`config.mk`:
```
export PLATFORM = sky130hd
export DESIGN_NAME = voxel_brush_edit
export DESIGN_NICKNAME = d
export VERILOG_FILES = /design/src/rtl/core/vbe_pkg.sv /design/src/rtl/core/vbe_cfg.sv /design/src/rtl/core/vbe_geom.sv /design/src/rtl/core/vbe_edit.sv /design/src/rtl/core/voxel_brush_edit.sv
export SDC_FILE = /design/constraint.sdc
export NUM_CORES = 2
export LEC_CHECK = 0
export BUFFER_PORTS_ARGS = -buffer_cell sky130_fd_sc_hd__buf_2
export CORE_MARGIN = 5
export CORE_UTILIZATION = 32
export CTS_CLUSTER_DIAMETER = 200
export DETAILED_ROUTE_END_ITERATION = 16
export GPL_ROUTABILITY_DRIVEN = 0
export PLACE_DENSITY = 0.59
export SLEW_MARGIN = 20
export SYNTH_ARGS = -nofsm -noshare
export SYNTH_HDL_FRONTEND = slang
export SYNTH_SLANG_ARGS = --single-unit
```
`constraint.sdc`:
```
create_clock -name clk -period 13.8 [get_ports clk]
set_input_delay 0 -clock clk [delete_from_list [all_inputs] [get_ports clk]]
set_output_delay 0 -clock clk [all_outputs]
set_load 0.005 [all_outputs]
```
`src/rtl/core/vbe_pkg.sv`:
```
// Shared types and constants for the voxel brush edit block.
package vbe_pkg;

  localparam int COORD_BITS_DEF = 10;
  localparam int FRAC_BITS_DEF  = 4;

  localparam int CFG_INDEX_BITS = 3;
  localparam int CFG_DATA_BITS  = 48;
  localparam int CENTER_BITS    = 16;
  localparam int SIZE_BITS      = 15;
  localparam int SEL_BITS       = 10;
  localparam int FLAT_BITS      = 11;
  localparam int RSQ_BITS       = 2 * SIZE_BITS;

  localparam logic [CFG_INDEX_BITS-1:0] REG_CONTROL   = 3'd0;
  localparam logic [CFG_INDEX_BITS-1:0] REG_CENTER    = 3'd1;
  localparam logic [CFG_INDEX_BITS-1:0] REG_RADIUS    = 3'd2;
  localparam logic [CFG_INDEX_BITS-1:0] REG_HALF      = 3'd3;
  localparam logic [CFG_INDEX_BITS-1:0] REG_FILL      = 3'd4;
  localparam logic [CFG_INDEX_BITS-1:0] REG_FLAT      = 3'd5;
  localparam logic [CFG_INDEX_BITS-1:0] REG_SEL_LOW   = 3'd6;
  localparam logic [CFG_INDEX_BITS-1:0] REG_SEL_HIGH  = 3'd7;

  typedef enum logic [2:0] {
    MODE_ADD     = 3'd0,
    MODE_REMOVE  = 3'd1,
    MODE_REPLACE = 3'd2,
    MODE_PAINT   = 3'd3,
    MODE_FLATTEN = 3'd4
  } mode_t;

  typedef struct packed {
    logic [15:0] vtype;
    logic [15:0] material;
    logic [7:0]  density;
  } voxel_t;

  typedef struct packed {
    logic [2:0]                    mode;
    logic                          box;
    logic                          sel_en;
    logic signed [CENTER_BITS-1:0] cx;
    logic signed [CENTER_BITS-1:0] cy;
    logic signed [CENTER_BITS-1:0] cz;
    logic [SIZE_BITS-1:0]          radius;
    logic [SIZE_BITS-1:0]          hx;
    logic [SIZE_BITS-1:0]          hy;
    logic [SIZE_BITS-1:0]          hz;
    voxel_t                        fill;
    logic signed [FLAT_BITS-1:0]   flat_h;
    logic [SEL_BITS-1:0]           lo_x;
    logic [SEL_BITS-1:0]           lo_y;
    logic [SEL_BITS-1:0]           lo_z;
    logic [SEL_BITS-1:0]           hi_x;
    logic [SEL_BITS-1:0]           hi_y;
    logic [SEL_BITS-1:0]           hi_z;
  } cfg_t;

  typedef struct packed {
    logic sel_ok;
    logic box_ok;
    logic flat_le;
  } flags_t;

endpackage

```
`src/rtl/core/vbe_cfg.sv`:
```
// Brush configuration register file.
module vbe_cfg (
  input  logic                                clk,
  input  logic                                rst,
  input  logic                                cfg_valid,
  input  logic [vbe_pkg::CFG_INDEX_BITS-1:0]  cfg_index,
  input  logic [vbe_pkg::CFG_DATA_BITS-1:0]   cfg_data,
  output vbe_pkg::cfg_t                       cfg
);

  // everything clear except the selection high corner, which opens the full volume
  function automatic vbe_pkg::cfg_t reset_value();
    vbe_pkg::cfg_t c;
    c      = '0;
    c.hi_x = '1;
    c.hi_y = '1;
    c.hi_z = '1;
    return c;
  endfunction

  always_ff @(posedge clk) begin
    if (rst) begin
      cfg <= reset_value();
    end else if (cfg_valid) begin
      unique case (cfg_index)
        vbe_pkg::REG_CONTROL: begin
          cfg.mode   <= cfg_data[2:0];
          cfg.box    <= cfg_data[3];
          cfg.sel_en <= cfg_data[4];
        end
        vbe_pkg::REG_CENTER: begin
          cfg.cx <= cfg_data[15:0];
          cfg.cy <= cfg_data[31:16];
          cfg.cz <= cfg_data[47:32];
        end
        vbe_pkg::REG_RADIUS: cfg.radius <= cfg_data[14:0];
        vbe_pkg::REG_HALF: begin
          cfg.hx <= cfg_data[14:0];
          cfg.hy <= cfg_data[29:15];
          cfg.hz <= cfg_data[44:30];
        end
        vbe_pkg::REG_FILL: cfg.fill <= {cfg_data[15:0], cfg_data[31:16], cfg_data[39:32]};
        vbe_pkg::REG_FLAT: cfg.flat_h <= cfg_data[10:0];
        vbe_pkg::REG_SEL_LOW: begin
          cfg.lo_x <= cfg_data[9:0];
          cfg.lo_y <= cfg_data[19:10];
          cfg.lo_z <= cfg_data[29:20];
        end
        vbe_pkg::REG_SEL_HIGH: begin
          cfg.hi_x <= cfg_data[9:0];
          cfg.hi_y <= cfg_data[19:10];
          cfg.hi_z <= cfg_data[29:20];
        end
        default: ;
      endcase
    end
  end

endmodule

```
`src/rtl/core/vbe_geom.sv`:
```
// Geometry stages: center deltas, selection and flatten height test, then magnitudes, squares and box test.
module vbe_geom #(
  parameter int COORD_BITS = vbe_pkg::COORD_BITS_DEF,
  parameter int FRAC_BITS  = vbe_pkg::FRAC_BITS_DEF,
  localparam int PW = COORD_BITS + FRAC_BITS,
  localparam int DW = ((PW > vbe_pkg::SIZE_BITS) ? PW : vbe_pkg::SIZE_BITS) + 2,
  localparam int AW = DW - 1,
  localparam int QW = 2 * AW
) (
  input  logic                           clk,
  input  logic                           rst,
  input  logic                           en,
  input  logic                           in_valid,
  input  logic [COORD_BITS-1:0]          pos_x,
  input  logic [COORD_BITS-1:0]          pos_y,
  input  logic [COORD_BITS-1:0]          pos_z,
  input  vbe_pkg::voxel_t                vox,
  input  vbe_pkg::cfg_t                  cfg,
  output logic                           b_valid,
  output logic [COORD_BITS-1:0]          b_x,
  output logic [COORD_BITS-1:0]          b_y,
  output logic [COORD_BITS-1:0]          b_z,
  output vbe_pkg::voxel_t                b_vox,
  output logic [QW-1:0]                  b_sx,
  output logic [QW-1:0]                  b_sy,
  output logic [QW-1:0]                  b_sz,
  output logic [vbe_pkg::RSQ_BITS-1:0]   b_rsq,
  output vbe_pkg::flags_t                b_flags
);

  localparam int SW = (COORD_BITS > vbe_pkg::SEL_BITS) ? COORD_BITS : vbe_pkg::SEL_BITS;
  localparam int FW = ((COORD_BITS > vbe_pkg::FLAT_BITS) ? COORD_BITS : vbe_pkg::FLAT_BITS) + 1;
  localparam int CB = vbe_pkg::CENTER_BITS;

  // stage A registers
  logic                  a_valid;
  logic [COORD_BITS-1:0] a_x, a_y, a_z;
  vbe_pkg::voxel_t       a_vox;
  logic signed [DW-1:0]  a_dx, a_dy, a_dz;
  logic                  a_sel_ok, a_flat_le;

  logic signed [DW-1:0]  dx_next, dy_next, dz_next;
  logic                  sel_next, flat_next;

  function automatic logic signed [DW-1:0] delta(input logic [COORD_BITS-1:0] p,
                                                  input logic signed [CB-1:0] c);
    logic [PW-1:0] pq;
    pq = PW'(p) << FRAC_BITS;
    return $signed({{(DW-PW){1'b0}}, pq}) - $signed({{(DW-CB){c[CB-1]}}, c});
  endfunction

  function automatic logic in_range(input logic [COORD_BITS-1:0] p,
                                    input logic [vbe_pkg::SEL_BITS-1:0] lo,
                                    input logic [vbe_pkg::SEL_BITS-1:0] hi);
    logic [SW-1:0] pe, le, he;
    pe = SW'(p);
    le = SW'(lo);
    he = SW'(hi);
    return (pe >= le) && (pe <= he);
  endfunction

  always_comb begin
    dx_next  = delta(pos_x, cfg.cx);
    dy_next  = delta(pos_y, cfg.cy);
    dz_next  = delta(pos_z, cfg.cz);
    sel_next = !cfg.sel_en ||
               (in_range(pos_x, cfg.lo_x, cfg.hi_x) &&
                in_range(pos_y, cfg.lo_y, cfg.hi_y) &&
                in_range(pos_z, cfg.lo_z, cfg.hi_z));
    flat_next = $signed({{(FW-COORD_BITS){1'b0}}, pos_y}) <=
                $signed({{(FW-vbe_pkg::FLAT_BITS){cfg.flat_h[vbe_pkg::FLAT_BITS-1]}},
                         cfg.flat_h});
  end

  always_ff @(posedge clk) begin
    if (rst) begin
      a_valid <= 1'b0;
    end else if (en) begin
      a_valid <= in_valid;
    end
  end

  always_ff @(posedge clk) begin
    if (en) begin
      a_x       <= pos_x;
      a_y       <= pos_y;
      a_z       <= pos_z;
      a_vox     <= vox;
      a_dx      <= dx_next;
      a_dy      <= dy_next;
      a_dz      <= dz_next;
      a_sel_ok  <= sel_next;
      a_flat_le <= flat_next;
    end
  end

  // stage B: magnitudes, squares and box test
  logic [AW-1:0] ax, ay, az;
  logic          box_next;
  logic          flat_mode;

  function automatic logic [AW-1:0] magnitude(input logic signed [DW-1:0] d);
    logic [DW-1:0] n;
    n = -d;
    return d[DW-1] ? n[AW-1:0] : d[AW-1:0];
  endfunction

  always_comb begin
    ax        = magnitude(a_dx);
    ay        = magnitude(a_dy);
    az        = magnitude(a_dz);
    flat_mode = cfg.mode == vbe_pkg::MODE_FLATTEN;
    box_next  = (ax <= AW'(cfg.hx)) && (az <= AW'(cfg.hz)) &&
                (flat_mode || (ay <= AW'(cfg.hy)));
  end

  always_ff @(posedge clk) begin
    if (rst) begin
      b_valid <= 1'b0;
    end else if (en) begin
      b_valid <= a_valid;
    end
  end

  always_ff @(posedge clk) begin
    if (en) begin
      b_x             <= a_x;
      b_y             <= a_y;
      b_z             <= a_z;
      b_vox           <= a_vox;
      b_sx            <= QW'(ax) * QW'(ax);
      b_sy            <= QW'(ay) * QW'(ay);
      b_sz            <= QW'(az) * QW'(az);
      b_rsq           <= vbe_pkg::RSQ_BITS'(cfg.radius) * vbe_pkg::RSQ_BITS'(cfg.radius);
      b_flags.sel_ok  <= a_sel_ok;
      b_flags.box_ok  <= box_next;
      b_flags.flat_le <= a_flat_le;
    end
  end

endmodule

```
`src/rtl/core/vbe_edit.sv`:
```
// Final stage: shape decision, mode edit, change filter and result register.
module vbe_edit #(
  parameter int COORD_BITS = vbe_pkg::COORD_BITS_DEF,
  parameter int FRAC_BITS  = vbe_pkg::FRAC_BITS_DEF,
  localparam int PW = COORD_BITS + FRAC_BITS,
  localparam int DW = ((PW > vbe_pkg::SIZE_BITS) ? PW : vbe_pkg::SIZE_BITS) + 2,
  localparam int QW = 2 * (DW - 1)
) (
  input  logic                           clk,
  input  logic                           rst,
  input  logic                           en,
  input  logic                           b_valid,
  input  logic [COORD_BITS-1:0]          b_x,
  input  logic [COORD_BITS-1:0]          b_y,
  input  logic [COORD_BITS-1:0]          b_z,
  input  vbe_pkg::voxel_t                b_vox,
  input  logic [QW-1:0]                  b_sx,
  input  logic [QW-1:0]                  b_sy,
  input  logic [QW-1:0]                  b_sz,
  input  logic [vbe_pkg::RSQ_BITS-1:0]   b_rsq,
  input  vbe_pkg::flags_t                b_flags,
  input  vbe_pkg::cfg_t                  cfg,
  output logic                           out_valid,
  output logic [COORD_BITS-1:0]          out_x,
  output logic [COORD_BITS-1:0]          out_y,
  output logic [COORD_BITS-1:0]          out_z,
  output vbe_pkg::voxel_t                out_old,
  output vbe_pkg::voxel_t                out_new
);

  localparam int SUMW = QW + 2;

  logic [SUMW-1:0]  sum;
  logic             flat_mode, mode_ok, shape_ok, empty, hit, changed;
  vbe_pkg::voxel_t  brush, nv;

  always_comb begin
    flat_mode = cfg.mode == vbe_pkg::MODE_FLATTEN;
    sum       = SUMW'(b_sx) + SUMW'(b_sz) + (flat_mode ? '0 : SUMW'(b_sy));
    shape_ok  = cfg.box ? b_flags.box_ok : (sum <= SUMW'(b_rsq));
    mode_ok   = 1'b1;
    empty     = b_vox.vtype == '0;

    brush = cfg.fill;
    if (cfg.fill.vtype == '0) begin
      brush = '0;
    end

    nv = b_vox;
    unique case (cfg.mode)
      vbe_pkg::MODE_ADD:     if (empty) nv = brush;
      vbe_pkg::MODE_REMOVE:  nv = '0;
      vbe_pkg::MODE_REPLACE: if (!empty) nv = brush;
      // paint takes the raw fill material, even with an empty fill type
      vbe_pkg::MODE_PAINT:   if (!empty) nv.material = cfg.fill.material;
      vbe_pkg::MODE_FLATTEN: nv = b_flags.flat_le ? brush : '0;
      default:               mode_ok = 1'b0;
    endcase
    if (nv.vtype == '0) begin
      nv = '0;
    end

    hit     = mode_ok && b_flags.sel_ok && shape_ok;
    changed = nv != b_vox;
  end

  always_ff @(posedge clk) begin
    if (rst) begin
      out_valid <= 1'b0;
    end else if (en) begin
      out_valid <= b_valid && hit && changed;
    end
  end

  always_ff @(posedge clk) begin
    if (en) begin
      out_x   <= b_x;
      out_y   <= b_y;
      out_z   <= b_z;
      out_old <= b_vox;
      out_new <= nv;
    end
  end

endmodule

```
`src/rtl/core/voxel_brush_edit.sv`:
```
// Voxel brush edit: one voxel per cycle in, a change request out when the brush alters it.
// Throughput is one voxel per clock while out_ready does not stall the pipeline; a voxel's
// change request passes through three register stages: delta stage loaded at the accepting
// edge, square stage, edit stage holding the result register.
// The three stages move together: while a result waits on out_ready the whole pipeline
// holds and in_ready is low, so in_ready follows out_ready combinationally. Voxels that
// the brush leaves unchanged produce no request. Configuration writes are taken every
// cycle (cfg_ready is always high) and must only be issued while the pipeline is empty.
module voxel_brush_edit #(
  parameter int COORD_BITS = vbe_pkg::COORD_BITS_DEF,
  parameter int FRAC_BITS  = vbe_pkg::FRAC_BITS_DEF
) (
  input  logic                               clk,
  input  logic                               rst,
  input  logic                               cfg_valid,
  output logic                               cfg_ready,
  input  logic [vbe_pkg::CFG_INDEX_BITS-1:0] cfg_index,
  input  logic [vbe_pkg::CFG_DATA_BITS-1:0]  cfg_data,
  input  logic                               in_valid,
  output logic                               in_ready,
  input  logic [COORD_BITS-1:0]              pos_x,
  input  logic [COORD_BITS-1:0]              pos_y,
  input  logic [COORD_BITS-1:0]              pos_z,
  input  logic [15:0]                        voxel_type,
  input  logic [15:0]                        voxel_material,
  input  logic [7:0]                         voxel_density,
  output logic                               out_valid,
  input  logic                               out_ready,
  output logic [COORD_BITS-1:0]              out_x,
  output logic [COORD_BITS-1:0]              out_y,
  output logic [COORD_BITS-1:0]              out_z,
  output logic [15:0]                        old_type,
  output logic [15:0]                        old_material,
  output logic [7:0]                         old_density,
  output logic [15:0]                        new_type,
  output logic [15:0]                        new_material,
  output logic [7:0]                         new_density
);

  localparam int PW = COORD_BITS + FRAC_BITS;
  localparam int DW = ((PW > vbe_pkg::SIZE_BITS) ? PW : vbe_pkg::SIZE_BITS) + 2;
  localparam int QW = 2 * (DW - 1);

  vbe_pkg::cfg_t                 cfg;
  vbe_pkg::voxel_t               in_vox, b_vox, out_old, out_new;
  vbe_pkg::flags_t               b_flags;
  logic                          en, b_valid;
  logic [COORD_BITS-1:0]         b_x, b_y, b_z;
  logic [QW-1:0]                 b_sx, b_sy, b_sz;
  logic [vbe_pkg::RSQ_BITS-1:0]  b_rsq;

  // advance every stage unless a result is held
  assign en        = !out_valid || out_ready;
  assign in_ready  = en;
  assign cfg_ready = 1'b1;

  assign in_vox = '{vtype: voxel_type, material: voxel_material, density: voxel_density};

  assign old_type     = out_old.vtype;
  assign old_material = out_old.material;
  assign old_density  = out_old.density;
  assign new_type     = out_new.vtype;
  assign new_material = out_new.material;
  assign new_density  = out_new.density;

  vbe_cfg u_cfg (
    .clk       (clk),
    .rst       (rst),
    .cfg_valid (cfg_valid),
    .cfg_index (cfg_index),
    .cfg_data  (cfg_data),
    .cfg       (cfg)
  );

  vbe_geom #(
    .COORD_BITS (COORD_BITS),
    .FRAC_BITS  (FRAC_BITS)
  ) u_geom (
    .clk      (clk),
    .rst      (rst),
    .en       (en),
    .in_valid (in_valid),
    .pos_x    (pos_x),
    .pos_y    (pos_y),
    .pos_z    (pos_z),
    .vox      (in_vox),
    .cfg      (cfg),
    .b_valid  (b_valid),
    .b_x      (b_x),
    .b_y      (b_y),
    .b_z      (b_z),
    .b_vox    (b_vox),
    .b_sx     (b_sx),
    .b_sy     (b_sy),
    .b_sz     (b_sz),
    .b_rsq    (b_rsq),
    .b_flags  (b_flags)
  );

  vbe_edit #(
    .COORD_BITS (COORD_BITS),
    .FRAC_BITS  (FRAC_BITS)
  ) u_edit (
    .clk       (clk),
    .rst       (rst),
    .en        (en),
    .b_valid   (b_valid),
    .b_x       (b_x),
    .b_y       (b_y),
    .b_z       (b_z),
    .b_vox     (b_vox),
    .b_sx      (b_sx),
    .b_sy      (b_sy),
    .b_sz      (b_sz),
    .b_rsq     (b_rsq),
    .b_flags   (b_flags),
    .cfg       (cfg),
    .out_valid (out_valid),
    .out_x     (out_x),
    .out_y     (out_y),
    .out_z     (out_z),
    .out_old   (out_old),
    .out_new   (out_new)
  );

endmodule
```
## Word-level counts from Yosys, hierarchy flattened

Index checks and enable logic that the tools add are counted.

- Add/sub/neg operators: 8
- $mul: 4
- $lt $le $gt $ge: 11
- Eq/ne operators: 12
- Multiplexer cells: 15
- Reduce and logical (&&, ||, !) cells: 30

Operators by type and width:

| operator | count |
|---|---|
| 2-to-1 mux 40 bit | 5 |
| multiplier 16 x 16 -> 32 bit | 3 |
| case mux 16 bit (5 select lines) | 1 |
| 2-to-1 mux 16 bit | 4 |
| case mux 16 bit (4 select lines) | 1 |
| subtractor 15 x 16 -> 17 bit | 3 |
| <= comparator 16 x 15 -> 1 bit | 3 |
| zero test 16 bit | 3 |
| negation 16 bit | 3 |
| inequality test 40 bit | 1 |
| adder 34 bit | 1 |
| <= comparator 34 x 30 -> 1 bit | 1 |
| adder 32 x 32 -> 33 bit | 1 |
| 2-to-1 mux 32 bit | 1 |
| case mux 8 bit (4 select lines) | 1 |
| greater-or-equal comparator 10 bit | 3 |
| <= comparator 10 bit | 3 |
| multiplier 15 x 15 -> 30 bit | 1 |
| AND reduction 2 bit | 8 |
| equality test 3 bit (second input constant) | 5 |
| equality test 3 x 2 -> 1 bit (second input constant) | 4 |
| <= comparator 11 bit | 1 |
| logical AND 1 bit | 11 |
| equality test 3 x 1 -> 1 bit (second input constant) | 2 |
| 5 further kinds | 10 |

- Register bits: 659
- Input port bits: 126
- Output and inout bits: 113
- Logic and storage cells: 136

## Longest topological paths before layout

- Word-level depth: 8
- Gate-level depth with buffers: 35

## By module

A second synthesis with hierarchy kept.

- Cells, all modules: 5,841
- Area, all modules: 59,405.7 sq um

By module, submodules not included:

| module | times used | cells each | area an instance (sq um) | sequential area each (sq um) |
|---|---|---|---|---|
| vbe_geom | 1 | 4,178 | 42,125.4 | 9,589.2 |
| vbe_cfg | 1 | 823 | 8,913.5 | 4,484.3 |
| vbe_edit | 1 | 837 | 8,349.3 | 3,323.2 |
| voxel_brush_edit | 1 | 3 | 17.5 | 0.0 |

## Worst setup path before layout

No wires, ideal clock.

- Path kind: reg-to-reg
- Start: register u_edit.out_valid
- End: register u_edit.out_valid
- Library setup time: 685 ps
- Data arrival time: 13,762 ps
- Required time: 13,115 ps
- Path slack: -647 ps
- Cell stages (with the launch flop): 8
- Clock period less this slack: 14,447 ps
- Path through: dfxtp_1 nand2b_1 clkbuf_1 o211ai_1 a2111o_1 or4_1 o31ai_1 a31oi_1

- Cells in the longest elaborated chain, start to end: 2

RTL lines:

| element | RTL line | text |
|---|---|---|
| from (decl) | vbe_edit.sv:23 | `output logic out_valid,` |
| from (signal assigned) | vbe_edit.sv:71 | `out_valid <= b_valid && hit && changed;` |
| zero test 1 bit | voxel_brush_edit.sv:53 | `assign en = !out_valid \|\| out_ready;` |
| logical OR 1 bit | voxel_brush_edit.sv:53 |  |
| named net in_ready | voxel_brush_edit.sv:20 | `output logic in_ready,` |

The timed path passes the listed nets, and every way through them passes these cells.
A chain may end at the register's enable or synchronous reset.

## Worst setup path after layout

- Start: register u_geom.a_dz[0]
- End: register u_geom.b_sz[30], data pin

- Cells in the longest elaborated chain, start to end: 3

RTL lines:

| element | RTL line | text |
|---|---|---|
| from (decl) | vbe_geom.sv:39 | `logic signed [DW-1:0] a_dx, a_dy, a_dz;` |
| from (signal assigned) | vbe_geom.sv:91 | `a_dz <= dz_next;` |
| negation 16 bit | vbe_geom.sv:104 | `n = -d;` |
| 2-to-1 mux 16 bit * | vbe_geom.sv:105 | `return d[DW-1] ? n[AW-1:0] : d[AW-1:0];` |
| multiplier 16 x 16 -> 32 bit * | vbe_geom.sv:133 | `b_sz <= QW'(az) * QW'(az);` |
| to (signal assigned) | vbe_geom.sv:133 |  |
| to (decl) | vbe_geom.sv:26 | `output logic [QW-1:0] b_sz,` |

Mark *: on every way between the ends. The rest lies on a longest branch, timed or not.

==> results.md <==
* Fin nets at 7869
* Resized Gates After CTS at 0
* Die W at 437 um
* Commonest cells in the synthesized netlist: 1157 x inv_1, 785 x nand2_1, 631 x fa_1
* # fillers at 18017
* Port Buffers at 237
* Vias/cell at 4.88
* Final setup violation count at 0
* Count of cell types in the netlist at 88
* Slew Limit Fails at 0
* Worst Skew at 0.0330 ns
* Via count at 43610
* CORE AREA at 181000 um^2
* Dpl hpwl at 127 mm
* Routed len/inst at 18.1 um
* Post-Synth XOR/XNOR Area at 3.78%
* Mapped Area at 58400 um^2
* Initial antenna violation count at 8
* Mean Syn Cell Area at 9.55 um^2
* Ys flop type: edfxtp_1
* Grt total ovfl at 0
* H-tree level count at 3
* CP peak stage delay at 0.59 ns
* Post-CTS Setup Bufs at 0
* Hold crit path type: in -> reg
* Buf/Inv on CP at 7
* Critical path class: reg -> reg
* I/O pins at 239
* Fraction of synthesized area in multiplexers at 0.158%
* Clk pin slew, worst setup/hold paths at 0.06 ns
* Final worst-path cycle share at 66.2%
* F_max at 0.110 GHz
* Minimum clock period after layout at 9.13 ns
* Post-synth EDFFs at 428
* Clk_lat worst skew at 0.69 ns
* Crit-path slowest cell: xor2_1
* Crit path DAT at 9.54 ns
* CP max FO at 17
* Slew @ Worst Pin at 1.11 ns
* Post-route DRC violation count at 0
* Num CTS Buffers at 73
* Detail Route Antenna Nets at 0
* Initial Utilization at 32.3%
* Max clock buf depth at 3
* Final Hold Vio Count at 0
* Area Overhead vs Synth at 14.1%
* FFs w/ async S/R, synth at 0%
* Simple-gate share of the synthesized area at 12.6%
* Crit-path leading delay family: adder cells
* Row cnt at 156
* Post-Syn Instances at 6118
* Post-Synth Adder-Cell Area at 34.8%
* Root Buffer: clkbuf_16
* CTS tree: yes
* Largest cells by area after synthesis: edfxtp_1 22%, fa_1 22%, ha_1 13%
* First-pass DRT Iterations at 6
* Max transition margin at 26.1%
* Vias in the first global route at 45123
* Compound-Gate Fraction of Synth Area at 10.2%
* Share of cells above drive strength 1 at 7.02%
* Synth warnings at 0
* Max Cap Viol at 0
* Startpoint types: register
* Initial DRC count at 2841
* Largest family of logic cells by synthesized area: adder cells
* Total GRT Usage at 16.8%
* Number of hold buffers added after cts at 166
* RSZ-0062 raised after global routing: no
* Leading area contributor after synthesis: edfxtp_1
* Die area at 191000 um^2
* Seq/Total Area, Yosys at 29.8%
* Synth top area share at 22.0%
* Outcome: completed
* Largest net degree at the start of global routing at 186
* Global-route wire length before repair at 253 mm
* CP required at 14.21 ns
* Setup TNS at 0 ns
* #FFs+latches synth at 655
* Die Span Y at 437 um
* CP endpoint kind: register
* Count leader, synth: inv_1
* Clock sink count at 655
* Total Wirelength at 162 mm
[final cells by class]
| type | instances | area [um^2] | share of cell area, % |
|---|---|---|---|
| multi-input cells | 4128 | 36100 | 54.1 |
| flip-flops and latches | 655 | 17400 | 26.1 |
| inverters | 1179 | 4430 | 6.64 |
| repair buffers | 457 | 3280 | 4.93 |
| well taps | 2370 | 2970 | 4.45 |
| clock buffers | 92 | 2020 | 3.03 |
| clock inverters | 44 | 512 | 0.767 |
| diodes | 6 | 15.0 | 0.0225 |
[logic make-up after synthesis]
group / Yosys count
AOI/OAI and AO/OA: 959
adders and majority gates: 1249
DFF: 655
and+or+nand+nor: 1656
other: 2
muxes: 9
buffers and inverters: 1336
xor gates and xnor gates: 252
[worst register-to-register path, delay by kind of cell (launching register included)]
family,cells,cell delay (ns)
XOR/XNOR,2,0.68
flip-flops,1,0.51
AO/OA/AOI/OAI,8,2.03
adder cells (fa/ha/maj),8,3.52
AND/OR/NAND/NOR,5,0.92
buffers and inverters,7,1.26
[state kept, by name, indices dropped and copies added (netlist names), 3 cells and up]
name / flops
u_cfg.cfg: 224
u_edit.out_new: 40
u_edit.out_old: 40
u_geom.a_vox: 40
u_geom.b_vox: 40
u_geom.b_sx: 31
u_geom.b_sy: 31
u_geom.b_sz: 31
u_geom.b_rsq: 29
u_geom.a_dx: 17
u_geom.a_dy: 17
u_geom.a_dz: 17
u_edit.out_x: 10
u_edit.out_y: 10
u_edit.out_z: 10
u_geom.a_x: 10
u_geom.a_y: 10
u_geom.a_z: 10
u_geom.b_x: 10
u_geom.b_y: 10
u_geom.b_z: 10
u_geom.b_flags: 3
[layer usage]
| layer | part of all wire (%) | track usage (%) |
|---|---|---|
| met5 | 0 | 0 |
| met3 | 5.5 | 2.30 |
| met4 | 4.5 | 6.79 |
| met2 | 49 | 29.8 |
| met1 | 41 | 20.4 |
[cell usage in the layout (no fill, tap or decap), types with 22 or more instances in the layout]
cell and count:
a211oi_1 23, a21o_1 106, a21oi_1 404, a22oi_1 22, and2_1 69, buf_2 236, buf_4 52, clkbuf_16 76
clkinv_1 25, dfxtp_1 227, dlygate4sd3_1 166, edfxtp_1 428, fa_1 631, ha_1 618, inv_1 1157, nand2_1 784
nand2b_1 48, nand3_1 44, nand3b_1 32, nand4_1 41, nor2_1 405, nor2b_1 77, nor3_1 51, o21a_1 52
o21ai_0 145, o21bai_1 23, o31ai_1 26, xnor2_1 166, xor2_1 84
[worst paths after layout]
check             slack, ns          endpoint      startpoint  cells after the start
setup / recovery       4.67   u_geom.b_sz[30]  u_geom.a_dz[0]                     30
hold / removal         0.07  u_geom.a_vox[35]  voxel_type[11]                      2
setup reg to reg       4.67   u_geom.b_sz[30]  u_geom.a_dz[0]                     30
hold reg to reg        0.41   u_edit.out_x[2]   u_geom.b_x[2]                      0
[stage by stage]
stage                     instance area [um^2]  instances  util (%)  worst slack, ns  hold slack (ns)
after detailed placement                 62500       8623      34.5             4.78            0.178
final                                    66700       8931      36.8             4.67           0.0718
after floorplan                          58500       6119         -             5.64           0.0989
after CTS                                66700       8925      36.8             4.75          0.00931
after global routing                     66700       8929      36.8             4.23           0.0447
after global placement                   62500       8623      34.5             5.03            0.176
Power is left out: the tool's default activity adds up to more than one toggle a clock period on the data nets, which glitch-free logic cannot reach.
